--- src/rtl/core/xhfr_pkg.sv ---
`timescale 1ns / 1ps

package xhfr_pkg;

    localparam int HDR_LEN   = 5;
    localparam int FILL_W    = 3;
    localparam int CFG_IDX_W = 2;
    localparam int CFG_DAT_W = 16;

    typedef logic [7:0]                byte_t;
    typedef logic [15:0]               len_t;
    typedef logic [FILL_W-1:0]         fill_t;
    typedef logic [HDR_LEN-1:0][7:0]   window_t;
    typedef logic [CFG_IDX_W-1:0]      cfg_idx_t;
    typedef logic [CFG_DAT_W-1:0]      cfg_dat_t;

    localparam byte_t    SYNC_RESET        = 8'h78;
    localparam len_t     MAX_PAYLOAD_RESET = 16'hFFFF;
    localparam fill_t    FILL_FULL         = fill_t'(HDR_LEN);
    localparam cfg_idx_t CFG_SYNC_BYTE     = 2'd0;
    localparam cfg_idx_t CFG_MAX_PAYLOAD   = 2'd1;

    // window after the new byte and the outcome of the header test
    typedef struct packed {
        window_t window;
        fill_t   fill;
        logic    accept;
        len_t    len;
    } hdr_t;

    typedef struct packed {
        byte_t payload_byte;
        logic  is_last;
        logic  empty_frame;
    } result_t;

endpackage

--- src/rtl/core/xhfr_if.sv ---
`timescale 1ns / 1ps

interface xhfr_rx_if;
    logic       valid;
    logic       ready;
    logic [7:0] rx_byte;

    modport source (output valid, output rx_byte, input ready);
    modport sink   (input valid, input rx_byte, output ready);
endinterface

interface xhfr_res_if;
    logic       valid;
    logic       ready;
    logic [7:0] payload_byte;
    logic       is_last;
    logic       empty_frame;

    modport source (output valid, output payload_byte, output is_last,
                    output empty_frame, input ready);
    modport sink   (input valid, input payload_byte, input is_last,
                    input empty_frame, output ready);
endinterface

interface xhfr_cfg_if;
    logic        valid;
    logic        ready;
    logic [1:0]  index;
    logic [15:0] data;

    modport source (output valid, output index, output data, input ready);
    modport sink   (input valid, input index, input data, output ready);
endinterface

--- src/rtl/core/xhfr_hdr_check.sv ---
`timescale 1ns / 1ps

module xhfr_hdr_check
    import xhfr_pkg::*;
(
    input  window_t window,
    input  fill_t   fill,
    input  byte_t   rx_byte,
    input  byte_t   sync_byte,
    input  len_t    max_payload,
    output hdr_t    hdr
);

    window_t nw;
    fill_t   nfill;
    byte_t   x;
    len_t    len;
    logic    full;

    always_comb
    begin
        nw    = window;
        nfill = fill;
        if (fill < FILL_FULL)
        begin
            nw[fill] = rx_byte;
            nfill    = fill + fill_t'(1);
        end
        else
        begin
            // slide by one byte, newest at the top
            for (int i = 0; i < HDR_LEN - 1; i++)
            begin
                nw[i] = window[i+1];
            end
            nw[HDR_LEN-1] = rx_byte;
        end

        x = '0;
        for (int i = 0; i < HDR_LEN; i++)
        begin
            x = x ^ nw[i];
        end

        full = (nfill == FILL_FULL);
        len  = {nw[3], nw[2]};

        hdr.window = nw;
        hdr.fill   = nfill;
        hdr.len    = len;
        hdr.accept = full && (nw[0] == sync_byte) && (x == '0) && (len <= max_payload);
    end

endmodule

--- src/rtl/core/xhfr_frame_ctrl.sv ---
`timescale 1ns / 1ps

module xhfr_frame_ctrl
    import xhfr_pkg::*;
(
    input  logic    clk,
    input  logic    rst_n,
    input  logic    step,
    input  byte_t   rx_byte,
    input  byte_t   sync_byte,
    input  len_t    max_payload,
    output logic    res_valid,
    output result_t res
);

    window_t window_reg, window_next;
    fill_t   fill_reg, fill_next;
    logic    in_payload_reg, in_payload_next;
    len_t    bytes_left_reg, bytes_left_next;
    hdr_t    hdr;

    xhfr_hdr_check u_hdr_check (
        .window      (window_reg),
        .fill        (fill_reg),
        .rx_byte     (rx_byte),
        .sync_byte   (sync_byte),
        .max_payload (max_payload),
        .hdr         (hdr)
    );

    always_comb
    begin
        window_next     = window_reg;
        fill_next       = fill_reg;
        in_payload_next = in_payload_reg;
        bytes_left_next = bytes_left_reg;
        res_valid       = 1'b0;
        res             = '0;

        if (in_payload_reg)
        begin
            res_valid        = 1'b1;
            res.payload_byte = rx_byte;
            res.is_last      = (bytes_left_reg <= len_t'(1));
            if (res.is_last)
            begin
                bytes_left_next = '0;
                in_payload_next = 1'b0;
            end
            else
            begin
                bytes_left_next = bytes_left_reg - len_t'(1);
            end
        end
        else if (hdr.accept)
        begin
            window_next = '0;
            fill_next   = '0;
            if (hdr.len == '0)
            begin
                res_valid       = 1'b1;
                res.is_last     = 1'b1;
                res.empty_frame = 1'b1;
            end
            else
            begin
                bytes_left_next = hdr.len;
                in_payload_next = 1'b1;
            end
        end
        else
        begin
            window_next = hdr.window;
            fill_next   = hdr.fill;
        end
    end

    always_ff @(posedge clk or negedge rst_n)
    begin
        if (!rst_n)
        begin
            window_reg     <= '0;
            fill_reg       <= '0;
            in_payload_reg <= 1'b0;
            bytes_left_reg <= '0;
        end
        else if (step)
        begin
            window_reg     <= window_next;
            fill_reg       <= fill_next;
            in_payload_reg <= in_payload_next;
            bytes_left_reg <= bytes_left_next;
        end
    end

endmodule

--- src/rtl/core/xor_header_frame_receiver_top.sv ---
`timescale 1ns / 1ps

// channel  direction  handshake      payload
// rx       in         valid/ready    rx_byte[7:0]
// cfg      in         valid/ready    index[1:0], data[15:0]
// res      out        valid/ready    payload_byte[7:0], is_last, empty_frame
//
// one byte per cycle sustained while res is ready; a result is written to the
// output register once its byte has passed the input register and the frame logic
// the five-byte xor and compare sit in the single stage between the registers
// reset clears the window, frame state and registers to sync 0x78, max 65535
// a stalled output holds its result; the input register still takes one more
// byte, then rx ready drops until the result is taken

module xor_header_frame_receiver_top
    import xhfr_pkg::*;
(
    input  logic          clk,
    input  logic          rst_n,
    xhfr_rx_if.sink       rx,
    xhfr_cfg_if.sink      cfg,
    xhfr_res_if.source    res
);

    byte_t   sync_byte_reg;
    len_t    max_payload_reg;
    logic    s1_valid_reg;
    byte_t   s1_byte_reg;
    logic    out_valid_reg, out_valid_next;
    result_t out_reg;
    logic    advance;
    logic    ctrl_valid;
    result_t ctrl_res;

    assign cfg.ready = 1'b1;

    always_ff @(posedge clk or negedge rst_n)
    begin
        if (!rst_n)
        begin
            sync_byte_reg   <= SYNC_RESET;
            max_payload_reg <= MAX_PAYLOAD_RESET;
        end
        else if (cfg.valid)
        begin
            case (cfg.index)
                CFG_SYNC_BYTE:   sync_byte_reg   <= cfg.data[7:0];
                CFG_MAX_PAYLOAD: max_payload_reg <= cfg.data;
                default:         ;
            endcase
        end
    end

    // stage 1 moves on when the output register is free or being emptied
    assign advance  = s1_valid_reg && (!out_valid_reg || res.ready);
    assign rx.ready = !s1_valid_reg || advance;

    always_ff @(posedge clk or negedge rst_n)
    begin
        if (!rst_n)
        begin
            s1_valid_reg <= 1'b0;
        end
        else if (rx.ready)
        begin
            s1_valid_reg <= rx.valid;
        end
    end

    always_ff @(posedge clk)
    begin
        if (rx.valid && rx.ready)
        begin
            s1_byte_reg <= rx.rx_byte;
        end
    end

    xhfr_frame_ctrl u_frame_ctrl (
        .clk         (clk),
        .rst_n       (rst_n),
        .step        (advance),
        .rx_byte     (s1_byte_reg),
        .sync_byte   (sync_byte_reg),
        .max_payload (max_payload_reg),
        .res_valid   (ctrl_valid),
        .res         (ctrl_res)
    );

    always_comb
    begin
        out_valid_next = out_valid_reg;
        if (advance)
        begin
            out_valid_next = ctrl_valid;
        end
        else if (res.ready)
        begin
            out_valid_next = 1'b0;
        end
    end

    always_ff @(posedge clk or negedge rst_n)
    begin
        if (!rst_n)
        begin
            out_valid_reg <= 1'b0;
        end
        else
        begin
            out_valid_reg <= out_valid_next;
        end
    end

    always_ff @(posedge clk)
    begin
        if (advance && ctrl_valid)
        begin
            out_reg <= ctrl_res;
        end
    end

    assign res.valid        = out_valid_reg;
    assign res.payload_byte = out_reg.payload_byte;
    assign res.is_last      = out_reg.is_last;
    assign res.empty_frame  = out_reg.empty_frame;

    a_empty_frame_shape: assert property (@(posedge clk) disable iff (!rst_n)
        res.valid && res.empty_frame |-> res.is_last && (res.payload_byte == '0))
        else $error("empty frame result without is_last or with nonzero byte");

    a_no_overwrite: assert property (@(posedge clk) disable iff (!rst_n)
        out_valid_reg && !res.ready |-> !advance)
        else $error("stalled result overwritten by stage 1");

    a_rx_lands: assert property (@(posedge clk) disable iff (!rst_n)
        rx.valid && rx.ready |=> s1_valid_reg)
        else $error("accepted byte lost before stage 1");

    a_stall_holds_s1: assert property (@(posedge clk) disable iff (!rst_n)
        s1_valid_reg && !advance |=> s1_valid_reg && $stable(s1_byte_reg))
        else $error("stage 1 byte changed while stalled");

endmodule

--- src/flat_wrapper.sv ---
// flat-port wrapper written by rule: the top's interface ports become plain ports
module xor_header_frame_receiver_top_flat import xhfr_pkg::*;
  (clk, rst_n, rx_valid, rx_rx_byte, rx_ready, cfg_valid, cfg_index, cfg_data, cfg_ready, res_valid, res_payload_byte, res_is_last, res_empty_frame, res_ready);
  xhfr_rx_if rx_i ();
  xhfr_cfg_if cfg_i ();
  xhfr_res_if res_i ();
  input  logic clk;
  input  logic rst_n;
  input wire logic [$bits(rx_i.valid)-1:0] rx_valid;
  input wire logic [$bits(rx_i.rx_byte)-1:0] rx_rx_byte;
  output wire logic [$bits(rx_i.ready)-1:0] rx_ready;
  input wire logic [$bits(cfg_i.valid)-1:0] cfg_valid;
  input wire logic [$bits(cfg_i.index)-1:0] cfg_index;
  input wire logic [$bits(cfg_i.data)-1:0] cfg_data;
  output wire logic [$bits(cfg_i.ready)-1:0] cfg_ready;
  output wire logic [$bits(res_i.valid)-1:0] res_valid;
  output wire logic [$bits(res_i.payload_byte)-1:0] res_payload_byte;
  output wire logic [$bits(res_i.is_last)-1:0] res_is_last;
  output wire logic [$bits(res_i.empty_frame)-1:0] res_empty_frame;
  input wire logic [$bits(res_i.ready)-1:0] res_ready;
  assign rx_i.valid = rx_valid;
  assign rx_i.rx_byte = rx_rx_byte;
  assign rx_ready = rx_i.ready;
  assign cfg_i.valid = cfg_valid;
  assign cfg_i.index = cfg_index;
  assign cfg_i.data = cfg_data;
  assign cfg_ready = cfg_i.ready;
  assign res_valid = res_i.valid;
  assign res_payload_byte = res_i.payload_byte;
  assign res_is_last = res_i.is_last;
  assign res_empty_frame = res_i.empty_frame;
  assign res_i.ready = res_ready;
  xor_header_frame_receiver_top u_core (.clk(clk), .rst_n(rst_n), .rx(rx_i), .cfg(cfg_i), .res(res_i));
endmodule
--- config.mk ---
export PLATFORM = sky130hd
export DESIGN_NAME = xor_header_frame_receiver_top_flat
export DESIGN_NICKNAME = d
export VERILOG_FILES = /design/src/rtl/core/xhfr_pkg.sv /design/src/rtl/core/xhfr_if.sv /design/src/rtl/core/xhfr_hdr_check.sv /design/src/rtl/core/xhfr_frame_ctrl.sv /design/src/rtl/core/xor_header_frame_receiver_top.sv /design/src/flat_wrapper.sv
export SDC_FILE = /design/constraint.sdc
export NUM_CORES = 1
export LEC_CHECK = 0
export BUFFER_PORTS_ARGS = -buffer_cell sky130_fd_sc_hd__buf_4
export CAP_MARGIN = 40
export CORE_MARGIN = 8
export CORE_UTILIZATION = 25
export CTS_CLUSTER_DIAMETER = 120
export DETAILED_ROUTE_END_ITERATION = 6
export MAX_ROUTING_LAYER = met4
export PLACE_DENSITY = 0.49
export SYNTH_ARGS = -nofsm -noshare
export SYNTH_HDL_FRONTEND = slang
export SYNTH_SLANG_ARGS = --single-unit
--- constraint.sdc ---
create_clock -name clk -period 5.8 [get_ports clk]
set_clock_uncertainty 0.15 [all_clocks]
set_input_delay 0.29 -clock clk [delete_from_list [all_inputs] [get_ports clk]]
set_output_delay 0.29 -clock clk [all_outputs]
set_load 0.03 [all_outputs]
Yosys cells after proc, flatten, opt, wreduce, memory -nomap -nowiden. Cells that the tools add are included.

Flip-flop bits (word level): 104. Word-level logic and storage cells: 77. Output and inout bits: 13.

Order comparisons: 5. Multiplexer cells: 23. Reductions and logical operators: 21. Add/subtract/negate cells: 2. Bitwise gates (word level): 6. Eq/ne operators: 4.

Operators by type and width (number): 40-bit two-way mux (2); 16-bit two-way mux (4); 40-bit bitwise mux (1); 8-bit XOR (4); 8-bit demux with 3-bit select (1); 16-bit by 1-bit <= comparator with 1-bit output, second input constant (1); 16-bit <= comparator (1); 16-bit logical NOT (1); 16-bit by 1-bit subtractor with 16-bit output, second input constant (1); 1-bit two-way mux (10); 8-bit equality test (1); 8-bit logical NOT (1); 8-bit two-way mux (1); 1-bit logical AND (7); 3-bit two-way mux (2); 2-bit AND reduction (3); 3-bit by 4-bit < comparator with 1-bit output, second input constant (1); 2-bit two-way mux (2); 2-bit nonzero test (2); 3-bit by 1-bit adder with 3-bit output, second input constant (1); 3-bit equality test, second input constant (1); 3-bit by 1-bit >= comparator with 1-bit output, second input constant (1); 3-bit < comparator, second input constant (1); 3-bit AND reduction (1); 7 further kinds (10).

Logic depth before layout (Yosys ltp).
Depth after elaboration: 16. Gate-level depth with buffers: 20.

Hierarchy. From an unflattened synthesis, not the netlist that was laid out.

Cells, all modules: 697. Area, all modules: 6772.7 um2.

By module, submodules not included: xhfr_frame_ctrl (area an instance 3085.5 um2, cells each 332, instances 1); xhfr_hdr_check (area an instance 2093.3 um2, cells each 284, instances 1); xor_header_frame_receiver_top (area an instance 1594.0 um2, cells each 81, instances 1).

Least setup slack after synthesis. Ideal clock, no wire load.

Path type: reg-to-reg. Start point: register u_core.u_frame_ctrl.fill_reg[0]. End point: register u_core.out_reg (netlist bit u_core.res.empty_frame) (enable). Cell stages (with the launch flop): 19. Required time: 5307 ps. Path slack: 1578 ps. Arrival: 3728 ps. Path buffers: 5. Library setup time: 343 ps. Cells stage by stage: dfrtp_1 > buf_6 > buf_2 > clkbuf_1 > clkbuf_1 > nand2_1 > o221ai_1 > inv_1 > ha_1 > nor2b_1 > o211ai_1 > a21oi_1 > o31ai_1 > a21oi_1 > or4_4 > nor3_4 > buf_6 > a21o_1 > and2_1.

Word-level cells in the longest chain between the ends: 16. Elaborated cells between the ends (all ways): 26.

RTL lines: start, declared (RTL line xhfr_frame_ctrl.sv:17) `fill_t fill_reg, fill_next;`; start signal, assigned (RTL line xhfr_frame_ctrl.sv:90) `fill_reg <= fill_next;`; 3-bit by 4-bit < comparator with 1-bit output (not written as such) / 3-bit by 1-bit >= comparator with 1-bit output (equally long branches) (RTL line xhfr_hdr_check.sv:26) `nw[fill] = rx_byte;`; 1-bit logical AND (not written as such) (RTL line xhfr_hdr_check.sv:26); 8-bit two-way mux (not written as such) (RTL line xhfr_hdr_check.sv:26); 8-bit demux with 3-bit select; 40-bit bitwise mux (RTL line xhfr_hdr_check.sv:26); 40-bit two-way mux (RTL line xhfr_hdr_check.sv:24) `if (fill < FILL_FULL)`; 8-bit XOR (4 in series) (RTL line xhfr_hdr_check.sv:42) `x = x ^ nw[i];`; 8-bit logical NOT (RTL line xhfr_hdr_check.sv:51) `hdr.accept = full && (nw[0] == sync_byte) && (x == '0) && (len <= max_payload);`; 1-bit logical AND (2 in series) (RTL line xhfr_hdr_check.sv:51); 1-bit two-way mux * (RTL line xhfr_frame_ctrl.sv:55) `else if (hdr.accept)`; 1-bit two-way mux * (RTL line xhfr_frame_ctrl.sv:40) `if (in_payload_reg)`; 1-bit logical AND * (RTL line xor_header_frame_receiver_top.sv:116) `if (advance && ctrl_valid)`; end signal, assigned (RTL line xor_header_frame_receiver_top.sv:118) `out_reg <= ctrl_res;`; end, declared (RTL line xor_header_frame_receiver_top.sv:30) `result_t out_reg;`.

Every way passes the cells marked *; elsewhere a longest branch is shown, timed or not. A chain may end at the register's enable or synchronous reset.

Final worst setup path.
Start point: register u_core.u_frame_ctrl.fill_reg[2]. End point: register u_core.u_frame_ctrl.bytes_left_reg[15].

Word-level cells in the longest chain between the ends: 15. Elaborated cells between the ends (all ways): 28.

RTL lines: 3-bit by 4-bit < comparator with 1-bit output (not written as such) / 3-bit by 1-bit >= comparator with 1-bit output (equally long branches) (RTL line xhfr_hdr_check.sv:26); 1-bit logical AND (not written as such) (RTL line xhfr_hdr_check.sv:26); 8-bit two-way mux (not written as such) (RTL line xhfr_hdr_check.sv:26); 8-bit demux with 3-bit select; 40-bit bitwise mux (RTL line xhfr_hdr_check.sv:26); 40-bit two-way mux (RTL line xhfr_hdr_check.sv:24); 8-bit XOR (4 in series) (RTL line xhfr_hdr_check.sv:42); 8-bit logical NOT (RTL line xhfr_hdr_check.sv:51); 1-bit logical AND (2 in series) (RTL line xhfr_hdr_check.sv:51); 2-bit nonzero test (no source line); 3-bit AND reduction (no source line); end signal, assigned (RTL line xhfr_frame_ctrl.sv:92) `bytes_left_reg <= bytes_left_next;`; end, declared (RTL line xhfr_frame_ctrl.sv:19) `len_t bytes_left_reg, bytes_left_next;`.

Several ways; a longest one is shown, not always the timed one. The select of a mux whose other input is x is not followed.

==> impl_metrics.toml <==
[synth]
synth.top_cells.by_count = "dfrtp_1, nand2_1, inv_1"
syn-cell-area_um2 = 6710
synth.distinct_cells = 69
synth_nets = 738
syn_area_per_cell_um2 = 9.75
synth_async_sr_flop_share_pct = 82.7
synth_edf_count = 18
yosysTopAreaCell = "dfrtp_1"
yosysTopAreaCellShare_pct = 24.6
yosys_warnings = 0
syn_inst = 688
synthFlopType = "dfrtp_1"
synth_top_cells_by_area = "dfrtp_1, edfxtp_1, dfstp_2, o31ai_1, mux2_2"
synth.ff_latch_count = 104
ys_seq_area_share_pct = 40.5
synth_most_common_cell = "dfrtp_1"

[worst_setup_path]
crit_start = "u_core.u_frame_ctrl.fill_reg[2]$_DFFE_PN0P_"
cp_slowest_cell = "or4_4"
critPathBufInv = 4
arrival_ps = 4860
crit_cells = 16
critPathMaxStageDelay_ps = 590
crit_end = "u_core.u_frame_ctrl.bytes_left_reg[15]$_DFFE_PN0P_"
crit_chain = "buf_4 > inv_1 > o22ai_1 > nand2_1 > o221ai_1 > inv_1 > ha_1 > a21o_1 > a21o_1 > a211oi_1 > a21oi_1 > or4_4 > nor3_4 > buf_4 > nand3_2 > mux2i_1"
regToRegSetupSlack_ps = 1010
crit_required_ps = 5870
cp-start-kind = "register"
reg2reg_depth = 16
crit_path_end_kind = "register"
worstSetupPathType = "reg -> reg"
r2r-end = "u_core.u_frame_ctrl.bytes_left_reg[15]$_DFFE_PN0P_"
critPathMaxFanout = 47
r2r_start = "u_core.u_frame_ctrl.fill_reg[2]$_DFFE_PN0P_"
cp_top_family = "buffers and inverters"

[sta]
setup_viol = 0
finalSetupTns_ps = 0
period_needed_ps = 4790
rsz0062_at_grt = "no"
slew_violations = 0
fin_ws_ps = 1010
maxSlewHeadroom_pct = 44.4
worst_pin_slew_ps = 832
hold_viol_final = 0
min_period_over_period_pct = 82.6
clock.fmax_mhz = 209

[floorplanning]
start_util_pct = 25.2
die_y_um = 180
pin_count = 44
fp.coreArea_um2 = 26700
row_count = 60
die_width_um = 180
dieArea_um2 = 32300

[layout]
regArea_um2 = 2720
fill_cells = 2790
areaGrowthSynthToFinish_pct = 17.0
largest_reg_flops = 40
multi_input_area_um2 = 3560
drive_gt1_share_pct = 20.6
antennaDiodeCount = 0
nNetsFinal = 789

[grt]
grt_usage_pct = 12.3
grt.overflow.total = 0
grt_max_degree = 58
antenna_found_initial = 0
grt_pass1_wl_um = 31000
grt_pass1_vias = 5123

[detailed_routing]
wl_um = 19400
avgViaCountPerCell = 4.97
vias = 5389
drc_errors = 0
drt-initial-drc-count = 502
antenna_violating_nets_post_route = 0
firstDrtPassIters = 5
wl_per_cell_um = 17.9

[cts]
cts_tree = "done"
worstSkewPairLatency_ps = 370
numCtsBuffers = 9
clk_path_buf_depth = 2
cts.clk_slew.worst_paths_ps = 80
cts-root-buf = "clkbuf_16"
htreeDepth = 3
clock-sinks = 104

[place]
dp_slack_ps = 1050
gp_congestion = 0.804
io_buffers = 42
dp_hpwl_um = 14100

[worst_hold_path]
holdCritStartpoint = "cfg_data[15]"
hold_path_class = "in -> reg"

[pwr]
power.density_nw_per_um2 = 593
leakage_nw = 3.46
vdd_drop_max_uv = 249

[status]
status = "complete, no violations"

[run]
max-cap-violations = 0
==> layout make-up <==
cell class,count,share of cell area (%)
Multi-Input combinational cell,498,45.4
Timing Repair Buffer,81,8.51
Clock inverter,7,0.989
Clock buffer,9,2.87
Tap cell,341,5.44
Inverter,45,2.15
Sequential cell,104,34.6
==> power breakdown <==
group	total, W	switching [W]	internal [W]
registers	0.00112	0.000193	0.000932
logic	0.00289	0.00161	0.00128
clock network	0.000640	0.000330	0.000309
total	0.00465	0.00213	0.00253
==> kinds of logic after synthesis <==
| kind of cell | share of synthesized area, % |
|---|---|
| AND/OR/NAND/NOR | 17.6 |
| AO/OA/AOI/OAI | 19.3 |
| flip-flops | 40.5 |
| buffers and inverters | 6.38 |
| multiplexers | 7.61 |
| XOR/XNOR | 5.00 |
| adder cells (fa/ha/maj) | 3.55 |
| other | 0.0559 |
==> worst min-delay path by stage <==
stage / endpoint / cells past startpoint / slack (ps)
3_3_place_gp: u_core.u_frame_ctrl.window_reg[14]$_DFFE_PN0P_ / 1 / 70
3_5_place_dp: u_core.u_frame_ctrl.window_reg[14]$_DFFE_PN0P_ / 1 / 70
4_1_cts: u_core.max_payload_reg[15]$_DFFE_PN1P_ / 2 / 0.3
2_1_floorplan: u_core.res.valid$_DFFE_PN0P_ / 0 / -160
5_1_grt: u_core.max_payload_reg[10]$_DFFE_PN1P_ / 2 / 2
6_report: u_core.max_payload_reg[15]$_DFFE_PN1P_ / 2 / 7
==> cell usage in the layout (no fill, tap or decap), types with 5 or more instances in the layout <==
| master | count |
|---|---|
| nor4_1 | 10 |
| edfxtp_1 | 18 |
| and2_1 | 8 |
| o21ai_0 | 20 |
| mux2_2 | 24 |
| nor2_1 | 39 |
| o31ai_1 | 36 |
| a21o_1 | 14 |
| dfrtp_1 | 65 |
| clkbuf_16 | 9 |
| nand4_1 | 11 |
| o221ai_1 | 15 |
| a21oi_1 | 30 |
| o22ai_1 | 12 |
| nand3_1 | 9 |
| nor3_2 | 5 |
| dlygate4sd3_1 | 16 |
| o21ai_1 | 13 |
| nand2_1 | 59 |
| o21a_1 | 5 |
| xnor3_1 | 6 |
| mux2i_1 | 24 |
| xor2_1 | 8 |
| nor2b_1 | 15 |
| ha_1 | 19 |
| dfstp_2 | 20 |
| buf_4 | 64 |
| inv_1 | 45 |
| nor3_1 | 33 |
| xnor2_1 | 13 |
==> layer usage <==
metal	part of all wire (%)	GRT usage, %	vias to the layer above
met5	0	-	-
met4	1.5	3.37	0
met3	3.8	1.63	21
met2	45	18.1	117
met1	50	17.4	2605
li1	-	-	2646
==> metrics by stage <==
| stage | std cells | hold WS [ps] | instance area (um2) | total power, W | util, % |
|---|---|---|---|---|---|
| after floorplan | 688 | -156 | 6710 | 0.00320 | - |
| after global placement | 1052 | 68.9 | 7360 | 0.00400 | 27.6 |
| after detailed placement | 1053 | 69.9 | 7380 | 0.00401 | 27.7 |
| after CTS | 1085 | 0.323 | 7850 | 0.00468 | 29.4 |
| after global routing | 1085 | 1.88 | 7850 | 0.00497 | 29.4 |
| final | 1085 | 7.48 | 7850 | 0.00465 | 29.4 |
==> repair_timing <==
| item | 4_1_cts | 5_1_grt |
|---|---|---|
| setup buffers | 0 | 0 |
| setup endpoints to repair | 0 | 0 |
| resized for setup | 0 | 0 |
| hold buffers | 16 | 0 |
| endpoints found under the hold margin | 37 | 0 |
Note: power is estimated with default switching activity, not from simulation.
